`src/hw/rtl/lug_pkg.sv`:
```
// lug_pkg: shared widths, constants, state codes and control structs
// for the lfsr uniform integer generator
// no dependencies

package lug_pkg;

    localparam int SAMPLE_BITS_DEF = 10;

    localparam int LFSR_W  = 16;
    localparam int RANGE_W = 11;
    localparam int VALUE_W = 10;
    localparam int REM_W   = 12;
    localparam int SEC_W   = 6;
    localparam int MIN_W   = 6;
    localparam int HOUR_W  = 5;
    localparam int DAY_W   = 5;

    localparam logic [LFSR_W-1:0]  FEEDBACK_MASK = 16'hB400;
    localparam logic [LFSR_W-1:0]  LFSR_RESET    = 16'h0001;
    localparam logic [RANGE_W-1:0] RANGE_RESET   = 11'd1024;

    localparam logic CMD_SEED = 1'b0;
    localparam logic CMD_DRAW = 1'b1;

    typedef enum logic [3:0] {
        ST_IDLE   = 4'b0001,
        ST_SEED   = 4'b0010,
        ST_GATHER = 4'b0100,
        ST_CHECK  = 4'b1000
    } lug_state_t;

    typedef struct packed {
        logic seed_prep;
        logic seed_load;
        logic draw_init;
        logic gather_init;
        logic step;
        logic result_load;
    } lug_ctl_t;

    typedef struct packed {
        logic reject;
        logic out_full;
    } lug_status_t;

endpackage

```
`src/hw/rtl/lug_if.sv`:
```
// lug_if: valid/ready channel interfaces for input items and results
// depends on lug_pkg

interface lug_in_if;
    import lug_pkg::*;

    logic               valid;
    logic               ready;
    logic               cmd;
    logic [SEC_W-1:0]   second;
    logic [MIN_W-1:0]   minute;
    logic [HOUR_W-1:0]  hour;
    logic [DAY_W-1:0]   day;

    modport source (output valid, cmd, second, minute, hour, day, input ready);
    modport sink   (input valid, cmd, second, minute, hour, day, output ready);
endinterface

interface lug_out_if;
    import lug_pkg::*;

    logic               valid;
    logic               ready;
    logic [VALUE_W-1:0] value;

    modport source (output valid, value, input ready);
    modport sink   (input valid, value, output ready);
endinterface

```
`src/hw/rtl/lug_ctrl.sv`:
```
// lug_ctrl: sequencing state machine for seed and draw items
// depends on lug_pkg

module lug_ctrl #(
    parameter int SAMPLE_BITS = lug_pkg::SAMPLE_BITS_DEF
) (
    input  logic                 clk,
    input  logic                 rst_n,
    input  logic                 in_valid,
    input  logic                 in_cmd,
    output logic                 in_ready,
    input  lug_pkg::lug_status_t status,
    output lug_pkg::lug_ctl_t    ctl
);
    import lug_pkg::*;

    localparam int CNT_W = (SAMPLE_BITS > 1) ? $clog2(SAMPLE_BITS) : 1;
    localparam logic [CNT_W-1:0] CNT_LAST = CNT_W'(SAMPLE_BITS - 1);

    lug_state_t       st_reg, st_next;
    logic [CNT_W-1:0] cnt_reg, cnt_next;
    logic             accept;

    assign in_ready = (st_reg == ST_IDLE);
    assign accept   = in_valid && in_ready;

    always_comb
    begin
        st_next  = st_reg;
        cnt_next = cnt_reg;
        ctl      = '0;
        unique case (st_reg)
            ST_IDLE:
            begin
                cnt_next = '0;
                if (accept)
                begin
                    if (in_cmd == CMD_SEED)
                    begin
                        ctl.seed_prep = 1'b1;
                        st_next       = ST_SEED;
                    end
                    else
                    begin
                        ctl.draw_init = 1'b1;
                        st_next       = ST_GATHER;
                    end
                end
            end
            ST_SEED:
            begin
                ctl.seed_load = 1'b1;
                st_next       = ST_IDLE;
            end
            ST_GATHER:
            begin
                ctl.step = 1'b1;
                cnt_next = cnt_reg + 1'b1;
                if (cnt_reg == CNT_LAST)
                begin
                    st_next = ST_CHECK;
                end
            end
            ST_CHECK:
            begin
                cnt_next = '0;
                if (status.reject)
                begin
                    // sample fell in the biased low band, draw again
                    ctl.gather_init = 1'b1;
                    st_next         = ST_GATHER;
                end
                else if (!status.out_full)
                begin
                    ctl.result_load = 1'b1;
                    st_next         = ST_IDLE;
                end
            end
            default:
            begin
                st_next = ST_IDLE;
            end
        endcase
    end

    always_ff @(posedge clk or negedge rst_n)
    begin
        if (!rst_n)
        begin
            st_reg  <= ST_IDLE;
            cnt_reg <= '0;
        end
        else
        begin
            st_reg  <= st_next;
            cnt_reg <= cnt_next;
        end
    end

`ifndef SYNTHESIS
    a_gather_ends: assert property (@(posedge clk) disable iff (!rst_n)
        (st_reg == ST_GATHER && cnt_reg == CNT_LAST) |=> st_reg == ST_CHECK)
        else $error("gather did not end after the last bit");

    a_check_done: assert property (@(posedge clk) disable iff (!rst_n)
        (st_reg == ST_CHECK && !status.reject && !status.out_full) |=> st_reg == ST_IDLE)
        else $error("accepted sample did not finish the draw");
`endif

endmodule

```
`src/hw/rtl/lug_datapath.sv`:
```
// lug_datapath: lfsr, seed arithmetic, bit-serial remainders, result register
// depends on lug_pkg

module lug_datapath #(
    parameter int SAMPLE_BITS = lug_pkg::SAMPLE_BITS_DEF
) (
    input  logic                          clk,
    input  logic                          rst_n,
    input  lug_pkg::lug_ctl_t             ctl,
    output lug_pkg::lug_status_t          status,
    input  logic                          cfg_we,
    input  logic [lug_pkg::RANGE_W-1:0]   cfg_wdata,
    input  logic [lug_pkg::SEC_W-1:0]     second,
    input  logic [lug_pkg::MIN_W-1:0]     minute,
    input  logic [lug_pkg::HOUR_W-1:0]    hour,
    input  logic [lug_pkg::DAY_W-1:0]     day,
    input  logic                          out_ready,
    output logic                          out_valid,
    output logic [lug_pkg::VALUE_W-1:0]   value
);
    import lug_pkg::*;

    localparam int SPAN = 1 << SAMPLE_BITS;
    localparam int CW   = (SAMPLE_BITS > REM_W) ? SAMPLE_BITS : REM_W;

    logic [RANGE_W-1:0]     range_reg;
    logic [LFSR_W-1:0]      lfsr_reg, lfsr_next;
    logic [LFSR_W-1:0]      seed1_reg;
    logic [2:0]             secdiv_reg;
    logic [RANGE_W-1:0]     m_reg;
    logic [SAMPLE_BITS-1:0] sample_reg;
    logic [REM_W-1:0]       rem_reg, rem_next;
    logic [REM_W-1:0]       low_reg, low_next;
    logic                   out_valid_reg;
    logic [VALUE_W-1:0]     value_reg;

    logic [RANGE_W-1:0]     m_clamp, m_use;
    logic [9:0]             hd;
    logic [LFSR_W-1:0]      seed1, seed2;
    logic [13:0]            sec_prod;
    logic                   fb_bit;
    logic [REM_W-1:0]       rem_sh, low_sh, m_ext;

    // bound of zero acts as one, bound above the sample span saturates
    always_comb
    begin
        if (range_reg == '0)
            m_clamp = RANGE_W'(1);
        else if (17'(range_reg) > 17'(SPAN))
            m_clamp = RANGE_W'(SPAN);
        else
            m_clamp = range_reg;
    end

    assign m_use = ctl.draw_init ? m_clamp : m_reg;

    // seed first stage: minute + 60*(hour + 24*day), second/10 by reciprocal
    assign hd       = 10'(hour) + 10'(day) * 10'd24;
    assign seed1    = 16'(minute) + 16'(hd) * 16'd60;
    assign sec_prod = 14'(second) * 14'd205;
    assign seed2    = 16'(seed1_reg * 16'd60) + 16'(secdiv_reg);

    // one lfsr step, its output bit feeds the sample and the remainder recurrence
    assign fb_bit    = lfsr_reg[0];
    assign lfsr_next = (lfsr_reg >> 1) ^ (fb_bit ? FEEDBACK_MASK : '0);

    assign m_ext  = REM_W'(m_reg);
    assign rem_sh = {rem_reg[REM_W-2:0], fb_bit};
    assign low_sh = {low_reg[REM_W-2:0], 1'b0};
    assign rem_next = (rem_sh >= m_ext) ? rem_sh - m_ext : rem_sh;
    assign low_next = (low_sh >= m_ext) ? low_sh - m_ext : low_sh;

    assign status.reject   = CW'(sample_reg) < CW'(low_reg);
    assign status.out_full = out_valid_reg && !out_ready;

    assign out_valid = out_valid_reg;
    assign value     = value_reg;

    always_ff @(posedge clk or negedge rst_n)
    begin
        if (!rst_n)
        begin
            range_reg     <= RANGE_RESET;
            lfsr_reg      <= LFSR_RESET;
            out_valid_reg <= 1'b0;
        end
        else
        begin
            if (cfg_we)
                range_reg <= cfg_wdata;
            if (ctl.seed_load)
                lfsr_reg <= (seed2 == '0) ? LFSR_RESET : seed2;
            else if (ctl.step)
                lfsr_reg <= lfsr_next;
            if (ctl.result_load)
                out_valid_reg <= 1'b1;
            else if (out_ready)
                out_valid_reg <= 1'b0;
        end
    end

    always_ff @(posedge clk)
    begin
        if (ctl.seed_prep)
        begin
            seed1_reg  <= seed1;
            secdiv_reg <= sec_prod[13:11];
        end
        if (ctl.draw_init)
            m_reg <= m_clamp;
        if (ctl.draw_init || ctl.gather_init)
        begin
            sample_reg <= '0;
            rem_reg    <= '0;
            // remainder of the leading one of the span
            low_reg    <= (m_use == RANGE_W'(1)) ? '0 : REM_W'(1);
        end
        else if (ctl.step)
        begin
            sample_reg <= {sample_reg[SAMPLE_BITS-2:0], fb_bit};
            rem_reg    <= rem_next;
            low_reg    <= low_next;
        end
        if (ctl.result_load)
            value_reg <= rem_reg[VALUE_W-1:0];
    end

`ifndef SYNTHESIS
    a_lfsr_nonzero: assert property (@(posedge clk) disable iff (!rst_n)
        lfsr_reg != '0)
        else $error("lfsr reached the all-zero state");

    a_rem_bounded: assert property (@(posedge clk) disable iff (!rst_n)
        ctl.step |=> (rem_reg < m_ext) && (low_reg < m_ext))
        else $error("remainder not below the bound");

    a_result_range: assert property (@(posedge clk) disable iff (!rst_n)
        ctl.result_load |=> out_valid_reg && (REM_W'(value_reg) < m_ext))
        else $error("result not below the bound");
`endif

endmodule

```
`src/hw/rtl/lfsr_uniform_int_generator_unit.sv`:
```
// channel   dir  payload                              handshake
// in_ch     in   cmd, second, minute, hour, day       valid/ready
// out_ch    out  value                                valid/ready
// cfg       in   cfg_wdata (range_max)                cfg_we, no wait
//
// one item in flight; in_ch.ready is high only while the sequencer is idle
// seed word: accept, then a load through the second seed stage
// draw word: one lfsr bit per cycle while gathering, the remainders by
// range_max built bit-serially alongside; the sample is drawn again
// while it lands below 2^SAMPLE_BITS mod range_max
// the result sits in an output register; a draw stalls in its check step
// only while that register still holds an untaken word
// reset: range_max = 1024, lfsr = 1, no result pending
// depends on lug_pkg, lug_if, lug_ctrl, lug_datapath

module lfsr_uniform_int_generator_unit #(
    parameter int SAMPLE_BITS = lug_pkg::SAMPLE_BITS_DEF
) (
    input  logic                        clk,
    input  logic                        rst_n,
    lug_in_if.sink                      in_ch,
    lug_out_if.source                   out_ch,
    input  logic                        cfg_we,
    input  logic [lug_pkg::RANGE_W-1:0] cfg_wdata
);
    import lug_pkg::*;

    lug_ctl_t    ctl;
    lug_status_t status;

    lug_ctrl #(
        .SAMPLE_BITS (SAMPLE_BITS)
    ) u_ctrl (
        .clk      (clk),
        .rst_n    (rst_n),
        .in_valid (in_ch.valid),
        .in_cmd   (in_ch.cmd),
        .in_ready (in_ch.ready),
        .status   (status),
        .ctl      (ctl)
    );

    lug_datapath #(
        .SAMPLE_BITS (SAMPLE_BITS)
    ) u_datapath (
        .clk       (clk),
        .rst_n     (rst_n),
        .ctl       (ctl),
        .status    (status),
        .cfg_we    (cfg_we),
        .cfg_wdata (cfg_wdata),
        .second    (in_ch.second),
        .minute    (in_ch.minute),
        .hour      (in_ch.hour),
        .day       (in_ch.day),
        .out_ready (out_ch.ready),
        .out_valid (out_ch.valid),
        .value     (out_ch.value)
    );

endmodule

```
`src/flat_wrapper.sv`:
```
// flat-port wrapper written by rule: the top's interface ports become plain ports
module lfsr_uniform_int_generator_unit_flat import lug_pkg::*;
#(
    parameter int SAMPLE_BITS = lug_pkg::SAMPLE_BITS_DEF
)
  (clk, rst_n, cfg_we, cfg_wdata, in_ch_valid, in_ch_cmd, in_ch_second, in_ch_minute, in_ch_hour, in_ch_day, in_ch_ready, out_ch_valid, out_ch_value, out_ch_ready);
  lug_in_if in_ch_i ();
  lug_out_if out_ch_i ();
  input  logic clk;
  input  logic rst_n;
  input  logic cfg_we;
  input  logic [lug_pkg::RANGE_W-1:0] cfg_wdata;
  input wire logic [$bits(in_ch_i.valid)-1:0] in_ch_valid;
  input wire logic [$bits(in_ch_i.cmd)-1:0] in_ch_cmd;
  input wire logic [$bits(in_ch_i.second)-1:0] in_ch_second;
  input wire logic [$bits(in_ch_i.minute)-1:0] in_ch_minute;
  input wire logic [$bits(in_ch_i.hour)-1:0] in_ch_hour;
  input wire logic [$bits(in_ch_i.day)-1:0] in_ch_day;
  output wire logic [$bits(in_ch_i.ready)-1:0] in_ch_ready;
  output wire logic [$bits(out_ch_i.valid)-1:0] out_ch_valid;
  output wire logic [$bits(out_ch_i.value)-1:0] out_ch_value;
  input wire logic [$bits(out_ch_i.ready)-1:0] out_ch_ready;
  assign in_ch_i.valid = in_ch_valid;
  assign in_ch_i.cmd = in_ch_cmd;
  assign in_ch_i.second = in_ch_second;
  assign in_ch_i.minute = in_ch_minute;
  assign in_ch_i.hour = in_ch_hour;
  assign in_ch_i.day = in_ch_day;
  assign in_ch_ready = in_ch_i.ready;
  assign out_ch_valid = out_ch_i.valid;
  assign out_ch_value = out_ch_i.value;
  assign out_ch_i.ready = out_ch_ready;
  lfsr_uniform_int_generator_unit #(.SAMPLE_BITS(SAMPLE_BITS)) u_core (.clk(clk), .rst_n(rst_n), .in_ch(in_ch_i), .out_ch(out_ch_i), .cfg_we(cfg_we), .cfg_wdata(cfg_wdata));
endmodule
```
`config.mk`:
```
export PLATFORM = sky130hd
export DESIGN_NAME = lfsr_uniform_int_generator_unit_flat
export DESIGN_NICKNAME = d
export VERILOG_FILES = /design/src/hw/rtl/lug_pkg.sv /design/src/hw/rtl/lug_if.sv /design/src/hw/rtl/lug_ctrl.sv /design/src/hw/rtl/lug_datapath.sv /design/src/hw/rtl/lfsr_uniform_int_generator_unit.sv /design/src/flat_wrapper.sv
export SDC_FILE = /design/constraint.sdc
export NUM_CORES = 1
export LEC_CHECK = 0
export BUFFER_PORTS_ARGS = -buffer_cell sky130_fd_sc_hd__buf_4
export CAP_MARGIN = 20
export CORE_MARGIN = 10
export CORE_UTILIZATION = 25
export DETAILED_ROUTE_END_ITERATION = 16
export HOLD_SLACK_MARGIN = 0.12
export MAX_ROUTING_LAYER = met4
export PLACE_DENSITY = 0.47
export SETUP_SLACK_MARGIN = 0.15
export SYNTH_ARGS = -nofsm -noshare
export SYNTH_HDL_FRONTEND = slang
export SYNTH_SLANG_ARGS = --single-unit
```
`constraint.sdc`:
```
create_clock -name clk -period 5.8 [get_ports clk]
set_input_delay 0.87 -clock clk [delete_from_list [all_inputs] [get_ports clk]]
set_output_delay 0.87 -clock clk [all_outputs]
set_load 0.005 [all_outputs]
```
==> flow_metrics.tcl <==
set metrics [dict create \
    cts_root_buf "clkbuf_16" \
    post_cts_buffers 0 \
    yosysSeqAreaShare_pct 30.6 \
    cp_slowest_stage_delay_ps 520 \
    antenna_found_initial 0 \
    cts_buffers 9 \
    drcViolationCount 0 \
    fillers 3692 \
    finalSetupViolations 0 \
    antenna_cells 0 \
    die_w_um 208 \
    wl_um 18600 \
    post_cts_resized 0 \
    yosysMostFrequentCell "inv_1" \
    hpwl_um 14800 \
    hold_class "input port to async pin" \
    dieArea_mm2 0.0435 \
    hold_violations 0 \
    netlist.area_leader.share_pct 13.4 \
    yosys_register_bits 107 \
    worstPathRequired_ps 5920 \
    fin_skew_ps 15.7 \
    async_reset_ff_share_pct 33.6 \
    finalMaxSlewViolations 0 \
    cp-end-kind "flip-flop" \
    clk_pin_slew_ps 90 \
    cts_max_path_buffers 2 \
    vias 6565 \
    rows 68 \
    insertion_delay_ps 370 \
    power_leakage_nw 4.52 \
    yosysUniqueCellTypes 72 \
    avgSynthCellArea_um2 9.29 \
    fmax_mhz 205 \
    gr-usage-all-layers_pct 8.97 \
    yosysWarningCount 0 \
    path_cells "buf_4 -> ha_1 -> fa_1 -> xor2_1 -> and3_1 -> xnor2_1 -> fa_1 -> fa_1 -> ha_1 -> or2_2 -> a21oi_1 -> a21oi_1 -> xor2_1 -> nand4_1 -> xnor2_1 -> xnor2_1" \
    port_buffers 50 \
    fin_crit_ps 4890 \
    final_net_count 1182 \
    die_h_um 208 \
    ir_drop_mv 0.393 \
    start_util_pct 25.5 \
    timing.final.ws_setup_ps 910 \
    yosys-top-cells-area "ha_1 (13%), edfxtp_1 (13%), fa_1 (11%), dfrtp_1 (9.3%), dfxtp_1 (7.2%)" \
    grt_pass1_vias 6669 \
    synth_nets 1138 \
    synthFlopType "edfxtp_1" \
    syn_area_mm2 0.00888 \
    final_antenna_net_count 0 \
    grt_first_pass_wirelength_um 32200 \
    worst-path-max-fanout 4 \
    place_ws_ps 479 \
    place_area_mm2 0.00978 \
    synthTopCellsByCount "inv_1 (123), nand2_1 (105), ha_1 (95)" \
    status "finished clean" \
    viasPerCell 4.50 \
    worst-setup-path-type "input port to flip-flop" \
    power.density_mw_per_mm2 635 \
    clock-sinks 107 \
    largest_reg_flops 16 \
    h-tree-depth 3 \
    grt_max_degree 39 \
    pin_count 51 \
    grt-ovfl-total 0 \
    cts_tree "yes" \
    rsz0062_at_grt "false" \
    start_kind "input port" \
    syn_inst 956 \
    hold_buffers 0 \
    fin_setup_tns_ps 0 \
    drv_cap 0 \
    drtIter0Drc 210 \
    slew_headroom_pct 31.8 \
    final_layout_size_suffix_gt1_share_pct 10.4 \
    fp.coreArea_mm2 0.0348 \
    cp.arrival_ps 5010 \
    gp_congestion 0.809 \
    fin_area_mm2 0.0101 \
    worst_path_max_delay_cell "fa_1" \
    yosysTopAreaCell "ha_1" \
    tightest_slew_ps 1020 \
    synth-edff-count 39 \
    min_period_over_period_pct 84.3 \
    fin_util_pct 29.0 \
    wl_per_cell_um 12.8 \
    drtPass1Iterations 4 \
    area_growth_pct 13.6 \
]
==> metrics by stage <==
step	hold slack, ps	instances	power (mW)
floorplan	425	956	4.95
global route	495	1460	7.19
detailed placement	446	1444	5.82
finish	458	1460	6.40
CTS	465	1460	6.50
global placement	438	1444	5.78
==> worst paths after layout <==
path                                                           from                                          to  slack [ps]  cells past startpoint
setup / recovery                                       in_ch_day[0]   u_core.u_datapath.seed1_reg[13]$_DFFE_PP_         910                     16
hold / removal                                                rst_n  u_core.u_datapath.range_reg[8]$_DFFE_PN0P_         460                      1
setup reg to reg           u_core.u_datapath.seed1_reg[3]$_DFFE_PP_   u_core.u_datapath.lfsr_reg[0]$_DFFE_PN1P_        1330                     14
hold reg to reg                  u_core.u_datapath.m_reg[8]$_DFF_P_          u_core.u_datapath.m_reg[8]$_DFF_P_         460                      2
max in group asynchronous                                     rst_n   u_core.u_datapath.lfsr_reg[0]$_DFFE_PN1P_        4950                      1
min in group clk                 u_core.u_datapath.m_reg[8]$_DFF_P_          u_core.u_datapath.m_reg[8]$_DFF_P_         460                      2
==> power breakdown <==
part           leakage, nW  internal [mW]  switching [mW]  total [mW]
Clock                0.153          0.314           0.336       0.650
Sequential            1.06           1.10           0.175        1.28
Combinational         3.30           1.96            2.51        4.48
Total                 4.52           3.38            3.03        6.40
==> cell usage in the layout, fill, tap and decap left out, drive strengths merged, types with 23 or more instances in the layout <==
master / count
a21oi: 47
a21o: 26
nand3: 23
dfrtp: 33
buf: 56
ha: 95
nor2: 57
xor2: 24
edfxtp: 39
fa: 48
dfxtp: 32
xnor2: 40
nand2: 105
inv: 127
o21ai: 53
==> cell families after synthesis <==
| group | synth area share [%] |
|---|---|
| AOI/OAI and AO/OA | 15.3 |
| muxes | 2.55 |
| adders and majority gates | 24.2 |
| and+or+nand+nor | 14.7 |
| xor gates and xnor gates | 6.31 |
| DFF | 30.6 |
| buffers and inverters | 6.31 |
==> final cells by class <==
cell class	instances	area [um2]	share of cell area (%)
flip-flops and latches	107	2720	26.9
repair buffers	56	420	4.17
clock buffers	9	225	2.23
well taps	455	569	5.64
inverters	123	462	4.58
multi-input cells	703	5610	55.6
clock inverters	7	88.8	0.880
==> per-layer routing <==
layer	share of wire [%]	up-vias	global-route usage [%]
li1	-	3392	-
met1	49	3086	11.2
met2	46	70	14.3
met3	2.7	17	1.77
met4	1.7	0	2.76
met5	0	-	-
==> worst max-delay path: cells and delay by family <==
family,cells,cell delay (ps)
buffers and inverters,1,110
adder cells (fa/ha/maj),5,1960
AND/OR/NAND/NOR,3,640
XOR/XNOR,5,1190
AO/OA/AOI/OAI,2,230
Power figures use the tool's default switching activity.
